$ cat src/sv/fpsqrt_pkg.sv
package fpsqrt_pkg;

    localparam int RAD_W         = 32;
    localparam int FMT_W         = 5;
    localparam int ROOT_W        = 31;
    localparam int HALF_W        = 4;
    localparam int STEPS         = 16;
    localparam int OUT_FRAC_BITS = 15;
    localparam int WIDE_W        = 2 * ROOT_W + 1;

    localparam logic [RAD_W-1:0] TRIAL_BASE = 32'h4000_0001;

    typedef logic [ROOT_W-1:0] acc_t;
    typedef logic [ROOT_W-1:0] rem_t;
    typedef logic [HALF_W-1:0] half_t;

    function automatic acc_t step_trial(input int k);
        logic [RAD_W-1:0] t;
        t = TRIAL_BASE >> (2 * k);
        return t[ROOT_W-1:0];
    endfunction

endpackage

$ cat src/sv/fixed_point_square_root_core.sv
// Fixed-point square root, Q15 result. Drive radicand (signed) and frac_bits
// with start; busy never rises, so a new word is taken every cycle. The root
// appears on root_q15 with done high for one cycle, after passing through
// one input register, one register per step of the 16-step digit-by-digit
// root, and one output register. There is no way to hold results off, so
// sample root_q15 whenever done is high. A negative radicand gives zero; an
// odd format is lowered by one and the radicand halved before the root is
// taken.
module fixed_point_square_root_core (
    input  logic                            clk,
    input  logic                            rst_n,
    input  logic                            start,
    output logic                            busy,
    input  logic [fpsqrt_pkg::RAD_W-1:0]    radicand,
    input  logic [fpsqrt_pkg::FMT_W-1:0]    frac_bits,
    output logic                            done,
    output logic [fpsqrt_pkg::ROOT_W-1:0]   root_q15
);
    import fpsqrt_pkg::*;

    logic  vld_reg [0:STEPS];
    acc_t  acc_reg [0:STEPS];
    rem_t  rem_reg [0:STEPS];
    half_t half_reg[0:STEPS];
    logic  neg_reg [0:STEPS];

    acc_t  acc_next[1:STEPS];
    rem_t  rem_next[1:STEPS];
    rem_t  rem_first;

    logic              done_reg;
    logic [ROOT_W-1:0] root_reg;
    logic [ROOT_W-1:0] root_next;

    logic              accept;
    logic [ROOT_W:0]   acc_fin;
    logic [WIDE_W-1:0] wide;
    logic [FMT_W-1:0]  sh_amt;

    assign busy   = 1'b0;
    assign accept = start && !busy;

    // stage 0: drop sign, fold odd format into the radicand
    always_comb
    begin
        if (radicand[RAD_W-1])
        begin
            rem_first = '0;
        end
        else if (frac_bits[0])
        begin
            rem_first = {1'b0, radicand[RAD_W-2:1]};
        end
        else
        begin
            rem_first = radicand[ROOT_W-1:0];
        end
    end

    // one root step per stage
    always_comb
    begin
        logic [ROOT_W:0] sum;
        acc_t            trial;
        for (int k = 0; k < STEPS; k++)
        begin
            trial = step_trial(k);
            sum   = {1'b0, trial} + {1'b0, acc_reg[k]};
            if (sum <= {1'b0, rem_reg[k]})
            begin
                rem_next[k+1] = rem_reg[k] - sum[ROOT_W-1:0];
                acc_next[k+1] = (acc_reg[k] >> 1) | trial;
            end
            else
            begin
                rem_next[k+1] = rem_reg[k];
                acc_next[k+1] = acc_reg[k] >> 1;
            end
        end
    end

    // round up, then align to the output format
    always_comb
    begin
        acc_fin = {1'b0, acc_reg[STEPS]} + {{ROOT_W{1'b0}},
                  (acc_reg[STEPS] < rem_reg[STEPS])};
        if ({1'b0, half_reg[STEPS]} <= FMT_W'(OUT_FRAC_BITS))
        begin
            sh_amt = FMT_W'(OUT_FRAC_BITS) - {1'b0, half_reg[STEPS]};
            wide   = {{(WIDE_W-ROOT_W-1){1'b0}}, acc_fin} << sh_amt;
        end
        else
        begin
            sh_amt = {1'b0, half_reg[STEPS]} - FMT_W'(OUT_FRAC_BITS);
            wide   = {{(WIDE_W-ROOT_W-1){1'b0}}, acc_fin} >> sh_amt;
        end
        root_next = wide[ROOT_W-1:0];
    end

    always_ff @(posedge clk or negedge rst_n)
    begin
        if (!rst_n)
        begin
            for (int k = 0; k <= STEPS; k++)
            begin
                vld_reg[k] <= 1'b0;
            end
            done_reg <= 1'b0;
        end
        else
        begin
            vld_reg[0] <= accept;
            for (int k = 0; k < STEPS; k++)
            begin
                vld_reg[k+1] <= vld_reg[k];
            end
            done_reg <= vld_reg[STEPS];
        end
    end

    always_ff @(posedge clk)
    begin
        acc_reg[0]  <= '0;
        rem_reg[0]  <= rem_first;
        half_reg[0] <= frac_bits[FMT_W-1:1];
        neg_reg[0]  <= radicand[RAD_W-1];
        for (int k = 0; k < STEPS; k++)
        begin
            acc_reg[k+1]  <= acc_next[k+1];
            rem_reg[k+1]  <= rem_next[k+1];
            half_reg[k+1] <= half_reg[k];
            neg_reg[k+1]  <= neg_reg[k];
        end
        root_reg <= root_next;
    end

    assign done     = done_reg;
    assign root_q15 = root_reg;

    a_latency: assert property (@(posedge clk) disable iff (!rst_n)
        done |-> $past(accept, STEPS + 2))
        else $error("result without a matching start");

    a_neg_zero: assert property (@(posedge clk) disable iff (!rst_n)
        done && $past(radicand[RAD_W-1], STEPS + 2) |-> root_q15 == '0)
        else $error("negative radicand gave a nonzero root");

    a_neg_stage: assert property (@(posedge clk) disable iff (!rst_n)
        vld_reg[STEPS] && neg_reg[STEPS] |->
            acc_reg[STEPS] == '0 && rem_reg[STEPS] == '0)
        else $error("negative radicand left residue in the last stage");

endmodule
$ cat config.mk
export PLATFORM = sky130hd
export DESIGN_NAME = fixed_point_square_root_core
export DESIGN_NICKNAME = d
export VERILOG_FILES = /design/src/sv/fpsqrt_pkg.sv /design/src/sv/fixed_point_square_root_core.sv
export SDC_FILE = /design/constraint.sdc
export NUM_CORES = 1
export LEC_CHECK = 0
export BUFFER_PORTS_ARGS = -buffer_cell sky130_fd_sc_hd__buf_2
export CAP_MARGIN = 0
export CORE_ASPECT_RATIO = 1.75
export CORE_MARGIN = 1.5
export CORE_UTILIZATION = 43
export CTS_CLUSTER_SIZE = 30
export DETAILED_ROUTE_END_ITERATION = 10
export GPL_ROUTABILITY_DRIVEN = 0
export MAX_ROUTING_LAYER = met4
export PLACE_DENSITY = 0.62
export RECOVER_POWER = 100
export SYNTH_ARGS = -nofsm -noshare
export SYNTH_HDL_FRONTEND = slang
export SYNTH_SLANG_ARGS = --single-unit
$ cat constraint.sdc
create_clock -name clk -period 4.2 [get_ports clk]
set_clock_uncertainty 0.15 [all_clocks]
set_input_delay 0.63 -clock clk [delete_from_list [all_inputs] [get_ports clk]]
set_output_delay 0.63 -clock clk [all_outputs]
set_load 0.01 [all_outputs]
# --- After elaboration in Yosys (flattened, before gate mapping) ---
# Memories as Yosys holds them, arrays and structs flattened.
# Index checks and enable logic that the tools add are counted.
op_classes:
  add_sub_neg: 34
  order_cmp: 17
  shift: 1
  muxes: 34
op_table:
  columns: ["op", "count"]
  rows:
  - ["31-bit 2-to-1 mux", 19]
  - ["32-bit by 31-bit <= comparator with 1-bit output", 16]
  - ["31-bit subtractor", 16]
  - ["1-bit by 31-bit adder with 32-bit output, first input constant", 1]
  - ["11-bit by 31-bit adder with 32-bit output, first input constant", 1]
  - ["13-bit by 31-bit adder with 32-bit output, first input constant", 1]
  - ["15-bit by 31-bit adder with 32-bit output, first input constant", 1]
  - ["17-bit by 31-bit adder with 32-bit output, first input constant", 1]
  - ["19-bit by 31-bit adder with 32-bit output, first input constant", 1]
  - ["21-bit by 31-bit adder with 32-bit output, first input constant", 1]
  - ["23-bit by 31-bit adder with 32-bit output, first input constant", 1]
  - ["25-bit by 31-bit adder with 32-bit output, first input constant", 1]
  - ["27-bit by 31-bit adder with 32-bit output, first input constant", 1]
  - ["29-bit by 31-bit adder with 32-bit output, first input constant", 1]
  - ["3-bit by 31-bit adder with 32-bit output, first input constant", 1]
  - ["31-bit by 1-bit adder with 32-bit output", 1]
  - ["31-bit by 31-bit adder with 32-bit output, first input constant", 1]
  - ["5-bit by 31-bit adder with 32-bit output, first input constant", 1]
  - ["7-bit by 31-bit adder with 32-bit output, first input constant", 1]
  - ["9-bit by 31-bit adder with 32-bit output, first input constant", 1]
  - ["32-bit by 5-bit left shift with 31-bit output", 1]
  - ["31-bit less-than comparator", 1]
  - ["29-bit 2-to-1 mux", 1]
  - ["27-bit 2-to-1 mux", 1]
  - ["14 further kinds", 14]
totals:
  reg_bits: 49
  mem_bits_rw: 1122
  output_inout_bits: 33
  mem_count: 3
mem_list:
  columns: ["memory", "words", "word_bits", "read_ports", "rd_clocked_by_memory_dff", "wr", "line", "rtl"]
  rows:
  - ["acc_reg", 17, 31, 17, 0, 17, "fixed_point_square_root_core.sv:22", "acc_t acc_reg [0:STEPS];"]
  - ["rem_reg", 17, 31, 17, 0, 17, "fixed_point_square_root_core.sv:23", "rem_t rem_reg [0:STEPS];"]
  - ["half_reg", 17, 4, 17, 0, 17, "fixed_point_square_root_core.sv:24", "half_t half_reg[0:STEPS];"]

# --- Longest topological paths before layout ---
# An unclocked memory read counts as a cell.
logic_depth:
  word_depth: 4
  depth_mapped: 21

# --- Worst setup path before layout ---
# Ideal clock, no wire load.
synth_path:
  kind: "reg-to-reg"
  start: "mem acc_reg[0][501] in the netlist's numbering"
  end: "reg root_reg[14] (netlist: root_q15[14])"
  t_arrival_ps: 3716
  t_required_ps: 3929
  path_slack_ps: 213
  stages_incl_launch_ff: 21
  n_path_buf: 1
  cell_sequence: "dfxtp_1 -> ha_1 -> a21oi_1 -> o21ai_0 -> nor3_1 -> o21ai_0 -> a221o_1 -> nand4_1 -> a21boi_0 -> o31ai_1 -> ha_1 -> ha_1 -> and4_1 -> clkbuf_1 -> nand2_1 -> nor3_1 -> xnor2_1 -> mux2i_1 -> mux2i_1 -> mux2i_1 -> mux2_2"
synth_rtl:
  columns: ["element", "line", "rtl"]
  rows:
  - ["start: declaration", "fixed_point_square_root_core.sv:22", null]
  - ["end signal: assignment", "fixed_point_square_root_core.sv:134", "root_reg <= root_next;"]
  - ["end: declaration", "fixed_point_square_root_core.sv:32", "logic [ROOT_W-1:0] root_reg;"]

==> run summary <==
Core area: 0.0749 mm^2
Hold Crit Class: input pin to flop
Sequential power share: 0.425
Starting density of the core: 0.432
Distinct cells, synth: 83
CTS buffer count: 73
Slew Viols, Final: 45
Reg2Reg Depth: 20
Violated checks: capacitance limit, slew limit
CP endpoint kind: flop
Fin crit share: 0.973
Final hold slack: 0.0547 ns
Max VDD drop: 0.472 mV
Final wirelength: 81.1 mm
Hold Path Origin: radicand[0]
WP data arrival: 4.51 ns
Largest net degree at the start of global routing: 32
H-tree lvl count: 3
Fillers: 6967
CTS tree: yes
Initial antenna violation count: 2
DR iter-0 viols: 876
Clk root buf: clkbuf_16
Sw Ratio: 0.348
Number of detailed-route iterations in the first pass: 7
NumNets Final: 3842
Clk pwr share: 0.269
Max Fclk: 0.245 GHz
I/O pins: 73
Power density cells: 670 mW/mm^2
R2R Setup Slk: 0.12 ns
Row count: 133
Worst setup margin: 0.115 ns
Unrepaired setup endpoints after global routing: true
Antenna-violating nets left: 0
Minimum clock period: 4.08 ns
Status: finished, violations left
Clock slew at reported path FFs: 0.06 ns
Register area share after synthesis: 0.486
Vias in the first global route: 24.1k
Kind of critical path: flop to flop
Buffers added on ports: 71
Global-route wire length before repair: 124 mm
Die Width: 210 um
Clock Path Buffers: 3
WHS Endpoint: rem_reg[0][0]
Dpl hpwl: 65.0 mm
Startpoint Class: flop
Comb power frac: 0.306
Count of state elements after synthesis: 781
Clock Latency Late Sink: 0.66 ns
Slew @ Worst Pin: 1.94 ns
DRC violations left: 0
Area Growth Syn to Fin: 13.5%
Die Y: 366 um
Hold depth: 3
Pre-CTS WS: -0.164 ns
Mapped Nets: 3685
Routed via count: 23.4k
Ys Warns: 0
Reg2reg end: root_q15[16]
Gr ovfl total: 0
Ratio of cells with drive above 1 in the final layout: 0.0781
Fin. Hold Viols: 0
Crit path max fanout: 3
Max reg flops: 527
RR Startpoint: acc_reg[0][497]
Die area: 0.0770 mm^2
Clock sink count: 781
CP required: 4.63 ns
Syn Std Cell Area: 0.0324 mm^2
Post-synth top flop: dfxtp_1
Async SR Flop Fraction: 0.0230
Rel. slew slack: -0.293
Vias per cell: 5.19
Power Internal: 16.0 mW
Number of synthesized flops with an enable pin: 0
Max-cap violations: 3
TNS Setup: 0 ns
Sw Pwr: 8.57 mW
Average wire per standard cell: 18.0 um
Final setup fails: 0
Total track usage: 0.219
Synth Area per Inst: 9.67 um^2
P_leak: 16.8 nW
Mapped Cells: 3348
## cell families (layout without fill, tap and decap cells)
kind of cell,Yosys count,after routing,synth area share
other,1,4,0.000116
buffers and inverters,397,609,0.0465
AO/OA/AOI/OAI,594,594,0.113
adder cells (fa/ha/maj),297,297,0.115
XOR/XNOR,263,263,0.0711
AND/OR/NAND/NOR,945,945,0.147
multiplexers,70,70,0.0221
flip-flops,781,781,0.486
## stage by stage
stage          power [mW]  area [um^2]   util  cells
2_1_floorplan        15.6        32400      -   3348
3_3_place_gp         17.9        34200  0.457   4363
3_5_place_dp         18.0        34200  0.457   4363
4_1_cts              24.8        36800  0.492   4505
5_1_grt              26.2        36700  0.491   4507
6_report             24.6        36800  0.491   4508
## final cells by class
type | instances | area, um^2 | area share
Antenna cell | 3 | 7.51 | 0.000204
Clock buffer | 101 | 2020 | 0.0550
Clock inverter | 29 | 410 | 0.0112
Inverter | 327 | 1230 | 0.0334
Multi-Input combinational cell | 2170 | 15300 | 0.416
Sequential cell | 781 | 15700 | 0.428
Tap cell | 945 | 1180 | 0.0322
Timing Repair Buffer | 152 | 888 | 0.0242
## routing by layer
metal | track usage | wire length [um] | part of all wire | up-vias
met5 | - | 0 | 0 | -
met2 | 0.462 | 49100 | 0.61 | 477
met3 | 0.0383 | 2630 | 0.032 | 358
li1 | - | - | - | 11686
met1 | 0.134 | 21200 | 0.26 | 10896
met4 | 0.195 | 8200 | 0.10 | 0
## how the worst max path moves through the flow
stage	start	depth (start not counted)	end	slack [ns]
4_1_cts	rem_reg[0][500]	22	root_q15[16]	0.006
5_1_grt	acc_reg[0][497]	21	root_q15[17]	-0.05
3_3_place_gp	rem_reg[0][501]	21	root_q15[16]	-0.15
3_5_place_dp	rem_reg[0][501]	22	root_q15[16]	-0.16
6_report	acc_reg[0][497]	20	root_q15[16]	0.12
2_1_floorplan	acc_reg[0][501]	20	root_q15[14]	0.21
## power groups by stage
| stage | clock network (mW) | logic [mW] | registers [mW] |
|---|---|---|---|
| floorplan | 0 | 5.46 | 10.1 |
| global placement | 0 | 7.33 | 10.6 |
| detailed placement | 0 | 7.41 | 10.6 |
| CTS | 6.80 | 7.53 | 10.4 |
| global route | 7.12 | 8.44 | 10.6 |
| finish | 6.63 | 7.53 | 10.4 |
## cells in the final DEF (no fill, tap or decap), types with 18 or more instances in the layout
| cell | count |
|---|---|
| nand2_1 | 211 |
| or4_1 | 30 |
| nand3b_1 | 18 |
| nor4_1 | 72 |
| a211oi_1 | 18 |
| clkbuf_16 | 73 |
| nand2b_1 | 39 |
| a21oi_1 | 184 |
| mux2i_1 | 56 |
| xnor2_1 | 135 |
| ha_1 | 291 |
| dfrtp_1 | 18 |
| nor3_1 | 77 |
| nand4_1 | 34 |
| o31ai_1 | 18 |
| o21a_1 | 35 |
| or3_1 | 36 |
| nor2_1 | 254 |
| dfxtp_1 | 759 |
| inv_1 | 324 |
| o21ai_0 | 177 |
| buf_2 | 37 |
| nor2b_1 | 30 |
| xor2_1 | 127 |
| nand3_1 | 58 |
| a21o_1 | 31 |
| clkbuf_1 | 67 |
| buf_4 | 58 |
## worst max-delay path, cell delays in order, from the launching register on
cell and delay (ns):
dfxtp_2 0.34, ha_4 0.23, a21o_1 0.19, a21oi_2 0.16, o21ai_1 0.07, a221o_1 0.32, nand4_1 0.09, a21boi_1 0.06
o31ai_1 0.23, buf_4 0.19, ha_4 0.15, ha_4 0.13, and4_4 0.22, buf_6 0.10, nand4_1 0.18, nor2_2 0.22
nand2_2 0.10, mux2_4 0.29, o21a_1 0.19, mux2_4 0.30, a21oi_2 0.11
## Yosys cell counts (14+ instances only)
cell,n,area share
a21oi_1,187,0.029
nand2_1,212,0.025
ha_1,297,0.11
xnor2_1,135,0.037
a21o_1,31,0.0072
o21ai_0,180,0.028
nor3_1,78,0.012
clkbuf_1,62,0.0072
or3_1,36,0.0070
nor2b_1,30,0.0058
nand3_1,58,0.0090
inv_1,325,0.038
or4_1,27,0.0063
nand2b_1,39,0.0075
mux2i_1,59,0.018
a211oi_1,17,0.0039
nor4_1,72,0.014
xor2_1,128,0.035
dfxtp_1,763,0.47
o21a_1,35,0.0081
or2_2,16,0.0031
dfrtp_1,18,0.014
nand3b_1,18,0.0042
o31ai_1,18,0.0042
nand4_1,34,0.0066
and2_1,14,0.0027
nor2_1,256,0.030
## what timing repair did
action,4_1_cts,5_1_grt
setup buffers,6,2
gates resized for setup,19,25
endpoints found under the setup margin,19,23
hold buffers,6,0
pin swaps,10,15
gates cloned,0,0
endpoints found under the hold margin,23,0
No activity file was read; power rests on OpenSTA's default activity.
